File: config.mk
export PLATFORM = sky130hd
export DESIGN_NAME = rgb888_to_native_pixel_pack_flat
export DESIGN_NICKNAME = d
export VERILOG_FILES = /design/src/rtl/core/rgbp_pkg.sv /design/src/rtl/core/rgbp_if.sv /design/src/rtl/core/rgbp_mask_stage.sv /design/src/rtl/core/rgbp_scale_stage.sv /design/src/rtl/core/rgbp_pack_stage.sv /design/src/rtl/core/rgb888_to_native_pixel_pack.sv /design/src/flat_wrapper.sv
export SDC_FILE = /design/constraint.sdc
export NUM_CORES = 2
export LEC_CHECK = 0
export ABC_CLOCK_PERIOD_IN_PS = 12100
export BUFFER_PORTS_ARGS = -buffer_cell sky130_fd_sc_hd__buf_4
export CAP_MARGIN = 5
export CORE_MARGIN = 8
export CORE_UTILIZATION = 45
export CTS_CLUSTER_DIAMETER = 150
export DETAILED_ROUTE_END_ITERATION = 12
export HOLD_SLACK_MARGIN = 0.08
export PLACE_DENSITY = 0.69
export SYNTH_ARGS = -nofsm -noshare
export SYNTH_HDL_FRONTEND = slang
export SYNTH_SLANG_ARGS = --single-unit
export TNS_END_PERCENT = 100
File: constraint.sdc
create_clock -name clk -period 12.1 [get_ports clk]
set_clock_uncertainty 0.15 [all_clocks]
set_input_delay 2.42 -clock clk [delete_from_list [all_inputs] [get_ports clk]]
set_output_delay 2.42 -clock clk [all_outputs]
set_load 0.005 [all_outputs]
File: src/rtl/core/rgbp_pkg.sv
// Package for the RGB888 to native pixel packer.
// Holds register indexes, storage mode codes and the stage payload types.
// No dependencies.
package rgbp_pkg;

  localparam int unsigned CFG_IDX_W = 3;
  localparam int unsigned CFG_DATA_W = 32;

  localparam logic [CFG_IDX_W-1:0] REG_RED_MASK     = 3'd0;
  localparam logic [CFG_IDX_W-1:0] REG_GREEN_MASK   = 3'd1;
  localparam logic [CFG_IDX_W-1:0] REG_BLUE_MASK    = 3'd2;
  localparam logic [CFG_IDX_W-1:0] REG_STORAGE_MODE = 3'd3;
  localparam logic [CFG_IDX_W-1:0] REG_MSB_FIRST    = 3'd4;

  localparam logic [1:0] MODE_32 = 2'd0;
  localparam logic [1:0] MODE_16 = 2'd1;
  localparam logic [1:0] MODE_24 = 2'd2;

  localparam logic [2:0] COUNT_32 = 3'd4;
  localparam logic [2:0] COUNT_16 = 3'd2;
  localparam logic [2:0] COUNT_24 = 3'd3;

  localparam logic [31:0] RED_MASK_RST   = 32'h00ff_0000;
  localparam logic [31:0] GREEN_MASK_RST = 32'h0000_ff00;
  localparam logic [31:0] BLUE_MASK_RST  = 32'h0000_00ff;

  localparam int unsigned NUM_CH = 3;

  typedef struct packed {
    logic [7:0] value;
    logic [5:0] width;
    logic [4:0] shift;
  } chan_t;

  typedef struct packed {
    logic [31:0] field;
    logic [4:0]  shift;
  } scaled_t;

endpackage

File: src/rtl/core/rgbp_if.sv
// Valid/ready channel interfaces for the pixel packer.
// rgbp_in_if carries one RGB888 pixel, rgbp_out_if one packed pixel.
// No dependencies.
interface rgbp_in_if;
  logic       valid;
  logic       ready;
  logic [7:0] red_in;
  logic [7:0] green_in;
  logic [7:0] blue_in;

  modport source (output valid, output red_in, output green_in, output blue_in, input ready);
  modport sink (input valid, input red_in, input green_in, input blue_in, output ready);
endinterface

interface rgbp_out_if;
  logic        valid;
  logic        ready;
  logic [31:0] packed_bytes;
  logic [2:0]  byte_count;

  modport source (output valid, output packed_bytes, output byte_count, input ready);
  modport sink (input valid, input packed_bytes, input byte_count, output ready);
endinterface

File: src/rtl/core/rgbp_mask_stage.sv
// First stage: width (set bits) and position (trailing zeros) of each mask.
// Registers them with the pixel channels. Depends on rgbp_pkg.
module rgbp_mask_stage (
  input  logic                                clk,
  input  logic                                rst_n,
  input  logic                                in_valid_i,
  output logic                                in_ready_o,
  input  logic [rgbp_pkg::NUM_CH-1:0][7:0]    value_i,
  input  logic [rgbp_pkg::NUM_CH-1:0][31:0]   mask_i,
  output logic                                out_valid_o,
  input  logic                                out_ready_i,
  output rgbp_pkg::chan_t [rgbp_pkg::NUM_CH-1:0] chan_o
);
  import rgbp_pkg::*;

  logic                    valid_r;
  chan_t [NUM_CH-1:0]      chan_r;
  chan_t [NUM_CH-1:0]      chan_nxt;
  logic                    load;

  assign in_ready_o = !valid_r || out_ready_i;
  assign load       = in_valid_i && in_ready_o;

  always_comb begin
    for (int c = 0; c < NUM_CH; c++) begin
      chan_nxt[c].value = value_i[c];
      chan_nxt[c].width = 6'($countones(mask_i[c]));
      chan_nxt[c].shift = 5'd0;
      for (int b = 31; b >= 0; b--) begin
        if (mask_i[c][b]) begin
          chan_nxt[c].shift = 5'(b);
        end
      end
    end
  end

  always_ff @(posedge clk) begin
    if (!rst_n) begin
      valid_r <= 1'b0;
    end else if (in_ready_o) begin
      valid_r <= in_valid_i;
    end
  end

  always_ff @(posedge clk) begin
    if (load) begin
      chan_r <= chan_nxt;
    end
  end

  assign out_valid_o = valid_r;
  assign chan_o      = chan_r;
endmodule

File: src/rtl/core/rgbp_scale_stage.sv
// Second stage: rescale each channel to its mask width.
// Narrow channels round as (v*(2^w-1)+127)/255, wide ones shift left. Depends on rgbp_pkg.
module rgbp_scale_stage (
  input  logic                                  clk,
  input  logic                                  rst_n,
  input  logic                                  in_valid_i,
  output logic                                  in_ready_o,
  input  rgbp_pkg::chan_t [rgbp_pkg::NUM_CH-1:0]   chan_i,
  output logic                                  out_valid_o,
  input  logic                                  out_ready_i,
  output rgbp_pkg::scaled_t [rgbp_pkg::NUM_CH-1:0] scaled_o
);
  import rgbp_pkg::*;

  logic                  valid_r;
  scaled_t [NUM_CH-1:0]  scaled_r;
  scaled_t [NUM_CH-1:0]  scaled_nxt;
  logic                  load;
  logic [7:0]            max_v   [NUM_CH];
  logic [15:0]           rounded [NUM_CH];
  logic [16:0]           quot    [NUM_CH];

  assign in_ready_o = !valid_r || out_ready_i;
  assign load       = in_valid_i && in_ready_o;

  always_comb begin
    for (int c = 0; c < NUM_CH; c++) begin
      max_v[c]   = 8'((9'd1 << chan_i[c].width[2:0]) - 9'd1);
      rounded[c] = 16'(chan_i[c].value) * 16'(max_v[c]) + 16'd127;
      // divide by 255 exactly for values below 2^16 - 1
      quot[c]    = ({1'b0, rounded[c]} + 17'(rounded[c] >> 8) + 17'd1) >> 8;
      scaled_nxt[c].shift = chan_i[c].shift;
      if (chan_i[c].width == 6'd0) begin
        scaled_nxt[c].field = 32'd0;
      end else if (chan_i[c].width >= 6'd8) begin
        scaled_nxt[c].field = {24'd0, chan_i[c].value} << (chan_i[c].width - 6'd8);
      end else begin
        scaled_nxt[c].field = {24'd0, quot[c][7:0]};
      end
    end
  end

  always_ff @(posedge clk) begin
    if (!rst_n) begin
      valid_r <= 1'b0;
    end else if (in_ready_o) begin
      valid_r <= in_valid_i;
    end
  end

  always_ff @(posedge clk) begin
    if (load) begin
      scaled_r <= scaled_nxt;
    end
  end

  assign out_valid_o = valid_r;
  assign scaled_o    = scaled_r;
endmodule

File: src/rtl/core/rgbp_pack_stage.sv
// Third stage: place the channels, merge them and order the bytes for storage.
// Holds the output register. Depends on rgbp_pkg.
module rgbp_pack_stage (
  input  logic                                  clk,
  input  logic                                  rst_n,
  input  logic                                  in_valid_i,
  output logic                                  in_ready_o,
  input  rgbp_pkg::scaled_t [rgbp_pkg::NUM_CH-1:0] scaled_i,
  input  logic [1:0]                            storage_mode_i,
  input  logic                                  msb_first_i,
  output logic                                  out_valid_o,
  input  logic                                  out_ready_i,
  output logic [31:0]                           packed_bytes_o,
  output logic [2:0]                            byte_count_o
);
  import rgbp_pkg::*;

  logic        valid_r;
  logic [31:0] bytes_r;
  logic [31:0] bytes_nxt;
  logic [2:0]  count_r;
  logic [2:0]  count_nxt;
  logic [31:0] word;
  logic        load;

  assign in_ready_o = !valid_r || out_ready_i;
  assign load       = in_valid_i && in_ready_o;

  always_comb begin
    word = 32'd0;
    for (int c = 0; c < NUM_CH; c++) begin
      word = word | (scaled_i[c].field << scaled_i[c].shift);
    end
  end

  always_comb begin
    case (storage_mode_i)
      MODE_16: begin
        bytes_nxt = msb_first_i ? {16'd0, word[7:0], word[15:8]} : {16'd0, word[15:0]};
        count_nxt = COUNT_16;
      end
      MODE_24: begin
        bytes_nxt = msb_first_i ? {8'd0, word[7:0], word[15:8], word[23:16]}
                                : {8'd0, word[23:0]};
        count_nxt = COUNT_24;
      end
      default: begin
        bytes_nxt = msb_first_i ? {word[7:0], word[15:8], word[23:16], word[31:24]} : word;
        count_nxt = COUNT_32;
      end
    endcase
  end

  always_ff @(posedge clk) begin
    if (!rst_n) begin
      valid_r <= 1'b0;
    end else if (in_ready_o) begin
      valid_r <= in_valid_i;
    end
  end

  always_ff @(posedge clk) begin
    if (load) begin
      bytes_r <= bytes_nxt;
      count_r <= count_nxt;
    end
  end

  assign out_valid_o    = valid_r;
  assign packed_bytes_o = bytes_r;
  assign byte_count_o   = count_r;
endmodule

File: src/rtl/core/rgb888_to_native_pixel_pack.sv
// RGB888 to native pixel packer, top level: config registers and three pipeline stages.
// Pipeline: an accepted input passes the mask, scale and pack stage registers in order.
// Throughput: one item per cycle; each stage advances when its successor has room.
// Reset (rst_n, synchronous): empties the pipeline, masks to 0x00ff0000/0x0000ff00/
// 0x000000ff, 32-bit storage, least significant byte first.
// Depends on rgbp_pkg, rgbp_if, rgbp_mask_stage, rgbp_scale_stage, rgbp_pack_stage.
module rgb888_to_native_pixel_pack (
  input  logic                                clk,
  input  logic                                rst_n,
  rgbp_in_if.sink                             in_if,
  rgbp_out_if.source                          out_if,
  input  logic                                cfg_we,
  input  logic [rgbp_pkg::CFG_IDX_W-1:0]      cfg_index,
  input  logic [rgbp_pkg::CFG_DATA_W-1:0]     cfg_wdata
);
  import rgbp_pkg::*;

  logic [NUM_CH-1:0][31:0] mask_r;
  logic [1:0]              storage_mode_r;
  logic                    msb_first_r;

  logic [NUM_CH-1:0][7:0]  pix_value;
  logic                    s1_valid;
  logic                    s1_ready;
  chan_t [NUM_CH-1:0]      s1_chan;
  logic                    s2_valid;
  logic                    s2_ready;
  scaled_t [NUM_CH-1:0]    s2_scaled;

  always_ff @(posedge clk) begin
    if (!rst_n) begin
      mask_r[0]      <= RED_MASK_RST;
      mask_r[1]      <= GREEN_MASK_RST;
      mask_r[2]      <= BLUE_MASK_RST;
      storage_mode_r <= MODE_32;
      msb_first_r    <= 1'b0;
    end else if (cfg_we) begin
      unique case (cfg_index)
        REG_RED_MASK:     mask_r[0]      <= cfg_wdata;
        REG_GREEN_MASK:   mask_r[1]      <= cfg_wdata;
        REG_BLUE_MASK:    mask_r[2]      <= cfg_wdata;
        REG_STORAGE_MODE: storage_mode_r <= cfg_wdata[1:0];
        REG_MSB_FIRST:    msb_first_r    <= cfg_wdata[0];
        default: ;
      endcase
    end
  end

  assign pix_value[0] = in_if.red_in;
  assign pix_value[1] = in_if.green_in;
  assign pix_value[2] = in_if.blue_in;

  rgbp_mask_stage u_mask (
    .clk         (clk),
    .rst_n       (rst_n),
    .in_valid_i  (in_if.valid),
    .in_ready_o  (in_if.ready),
    .value_i     (pix_value),
    .mask_i      (mask_r),
    .out_valid_o (s1_valid),
    .out_ready_i (s1_ready),
    .chan_o      (s1_chan)
  );

  rgbp_scale_stage u_scale (
    .clk         (clk),
    .rst_n       (rst_n),
    .in_valid_i  (s1_valid),
    .in_ready_o  (s1_ready),
    .chan_i      (s1_chan),
    .out_valid_o (s2_valid),
    .out_ready_i (s2_ready),
    .scaled_o    (s2_scaled)
  );

  rgbp_pack_stage u_pack (
    .clk            (clk),
    .rst_n          (rst_n),
    .in_valid_i     (s2_valid),
    .in_ready_o     (s2_ready),
    .scaled_i       (s2_scaled),
    .storage_mode_i (storage_mode_r),
    .msb_first_i    (msb_first_r),
    .out_valid_o    (out_if.valid),
    .out_ready_i    (out_if.ready),
    .packed_bytes_o (out_if.packed_bytes),
    .byte_count_o   (out_if.byte_count)
  );
endmodule
File: src/flat_wrapper.sv
// flat-port wrapper written by rule: the top's interface ports become plain ports
module rgb888_to_native_pixel_pack_flat import rgbp_pkg::*;
  (clk, rst_n, cfg_we, cfg_index, cfg_wdata, in_if_valid, in_if_red_in, in_if_green_in, in_if_blue_in, in_if_ready, out_if_valid, out_if_packed_bytes, out_if_byte_count, out_if_ready);
  rgbp_in_if in_if_i ();
  rgbp_out_if out_if_i ();
  input  logic clk;
  input  logic rst_n;
  input  logic cfg_we;
  input  logic [rgbp_pkg::CFG_IDX_W-1:0] cfg_index;
  input  logic [rgbp_pkg::CFG_DATA_W-1:0] cfg_wdata;
  input wire logic [$bits(in_if_i.valid)-1:0] in_if_valid;
  input wire logic [$bits(in_if_i.red_in)-1:0] in_if_red_in;
  input wire logic [$bits(in_if_i.green_in)-1:0] in_if_green_in;
  input wire logic [$bits(in_if_i.blue_in)-1:0] in_if_blue_in;
  output wire logic [$bits(in_if_i.ready)-1:0] in_if_ready;
  output wire logic [$bits(out_if_i.valid)-1:0] out_if_valid;
  output wire logic [$bits(out_if_i.packed_bytes)-1:0] out_if_packed_bytes;
  output wire logic [$bits(out_if_i.byte_count)-1:0] out_if_byte_count;
  input wire logic [$bits(out_if_i.ready)-1:0] out_if_ready;
  assign in_if_i.valid = in_if_valid;
  assign in_if_i.red_in = in_if_red_in;
  assign in_if_i.green_in = in_if_green_in;
  assign in_if_i.blue_in = in_if_blue_in;
  assign in_if_ready = in_if_i.ready;
  assign out_if_valid = out_if_i.valid;
  assign out_if_packed_bytes = out_if_i.packed_bytes;
  assign out_if_byte_count = out_if_i.byte_count;
  assign out_if_i.ready = out_if_ready;
  rgb888_to_native_pixel_pack u_core (.clk(clk), .rst_n(rst_n), .in_if(in_if_i), .out_if(out_if_i), .cfg_we(cfg_we), .cfg_index(cfg_index), .cfg_wdata(cfg_wdata));
endmodule
==> flow_summary.ini <==
[floorplan]
chipWidth_um = 269.0
num_rows = 92
dieArea_sq_um = 72370
core_sq_um = 63200
ioPinCount = 101
initial_core_util = 0.4558
fp.dieH_um = 269.0

[layout]
n_fill_cell = 5815
insertedDiodeCount = 0
drive_gt1_frac = 0.1013
fin_nets = 3582
area_delta_synth_final_pct = 9.277

[synth]
synthTopCellsByArea = edfxtp_1, fa_1, dfxtp_1
ys_types = 83
synth_top_area_share = 0.2116
synth_ff_type = edfxtp_1
yosys_warnings = 0
ys_seq_elements = 305
yosysMostFrequentCell = nand2_1
synth.top_cells.by_count = nand2_1, inv_1, nor2_1
synth_area_sq_um = 28810
synth.avg_cell_area_sq_um = 9.154
syn_inst = 3147
async_flop_share = 0
ys_seq_area_frac = 0.2825
synth-edff-count = 203
synth.largest_area_cell = edfxtp_1

[run_status]
outcome = finished, final reports clean

[worst_setup_path]
cpMaxStageDelayCell = edfxtp_1
worstSetupPathType = register to register
crit_buf_inv = 5
crit_family = adder cells
critPathArrivalTime_ns = 8.07
start_kind = register
path_max_fanout = 34
endpoint_kind = register
required_ns = 12.24
critPathMaxStageDelay_ns = 0.95

[sta]
tns_ns = 0
tightestPinTransition_ns = 1.074
setup_viol_count_final = 0
slew_viol_final = 0
slew_headroom = 0.2839
hold_viol = 0
fmax_mhz = 126.2
fin_crit_sh = 0.6551
rsz0062_at_grt = false
fin_crit_ns = 7.927

[grt]
track_usage = 0.1990
antenna_found_initial = 0
grt_pass1_wl_mm = 117.5
grt_max_degree = 103
grt_pass1_vias = 21990
overflow = 0

[route]
finalWirelength_mm = 72.95
antenna_left = 0
drc = 0
viasPerCell = 5.676
avgRoutedWirePerCell_um = 18.04
drt_first_pass_iters = 6
drtIter0Drc = 2145
routed-via-count = 22950

[place]
gp_congestion = 0.9587
io_buffers = 100
dp_hpwl_mm = 56.80

[clock_network]
postCtsResizedCells = 0
hold_buffers = 0
worstSkewPairLatency_ns = 0.57
clk_pin_slew_worst_paths_ns = 0.06
clockBufferDepth = 3
cts.root.buffer_cell = clkbuf_16
tritoncts = done
cts_buffers = 37
clock-sinks = 305
postCtsSetupBuffers = 0
h-tree-depth = 2

[flow_run]
drv_cap = 0

[hold_path]
min_path_type = register to register
[area by class of cell]
| class | count | area (sq um) | share of cell area |
|---|---|---|---|
| repair buffers | 124 | 930.9 | 0.02957 |
| multi-input cells | 2366 | 18860 | 0.5992 |
| well taps | 846 | 1059 | 0.03362 |
| clock buffers | 46 | 969.7 | 0.03080 |
| flip-flops and latches | 305 | 8138 | 0.2585 |
| clock inverters | 22 | 266.5 | 0.008466 |
| inverters | 334 | 1254 | 0.03983 |
[flip-flops by register name (all words and copies together) (netlist names), 2 cells and up]
signal	cells
u_core.storage_mode_r	2
u_core.u_pack.packed_bytes_o	32
u_core.u_scale.scaled_o	111
u_core.u_pack.byte_count_o	3
u_core.mask_r	96
u_core.u_mask.chan_o	57
[worst reg2reg max path, stage by stage (launching register included)]
cell      delay [ns]
edfxtp_1        0.95
clkinv_1        0.48
nand2_1         0.37
nand2_1         0.13
fa_1            0.55
inv_1           0.05
fa_1            0.49
inv_1           0.05
fa_1            0.43
fa_1            0.51
inv_1           0.04
ha_1            0.37
or4_1           0.48
o21ai_0         0.08
a21oi_1         0.11
a21o_1          0.20
or4_1           0.57
inv_1           0.13
ha_1            0.24
o2111a_1        0.15
o21a_1          0.11
a211o_1         0.26
a31oi_1         0.34
nand3b_1        0.18
xor2_1          0.15
o22ai_1         0.08
[cells by family after synthesis]
family                     count (synthesis)  synth area share
muxes                                    236            0.1157
AOI/OAI and AO/OA                        654            0.1491
DFF                                      305            0.2825
adders and majority gates                350            0.2036
other                                      2         0.0002607
and+or+nand+nor                         1041            0.1629
buffers and inverters                    498           0.06693
xor gates and xnor gates                  61           0.01902
[stage by stage]
stage               hold WS, ns    util  cells  worst slack [ns]  instance area [sq um]
global route             0.2709  0.4981   4043             3.776                  31480
detailed placement       0.2554  0.4786   3975             4.251                  30240
global placement         0.2525  0.4786   3975             4.325                  30240
finish                   0.2673  0.4981   4043             4.173                  31480
CTS                      0.2691  0.4981   4043             4.196                  31480
floorplan                0.2503       -   3169            0.6559                  28890
[layer usage]
layer,up-vias,track usage,part of all wire
li1,11040,-,-
met1,11050,0.2911,0.46
met2,756,0.3108,0.45
met4,0,0.04247,0.018
met5,-,0,0
met3,104,0.02972,0.073
[cells in the final DEF, fill, tap and decap left out, types with 76 or more instances in the layout]
cell type,n
a21boi_0,76
a21oi_1,167
buf_4,124
dfxtp_1,102
edfxtp_1,203
fa_1,198
ha_1,152
inv_1,325
mux2i_1,126
nand2_1,438
nor2_1,258
o21ai_0,124
[worst paths after layout]
path / startpoint / endpoint / slack, ns / depth (start not counted)
hold / removal: u_core.u_mask.chan_o[3] / u_core.u_scale.scaled_o[3] / 0.27 / 0
setup / recovery: u_core.u_mask.chan_o[7] / u_core.u_scale.scaled_o[11] / 4.17 / 25
setup reg to reg: u_core.u_mask.chan_o[7] / u_core.u_scale.scaled_o[11] / 4.17 / 25
hold reg to reg: u_core.u_mask.chan_o[3] / u_core.u_scale.scaled_o[3] / 0.27 / 0
Power is not shown: default switching activity piles up to over one toggle a cycle in this logic, so the estimate is an artifact.
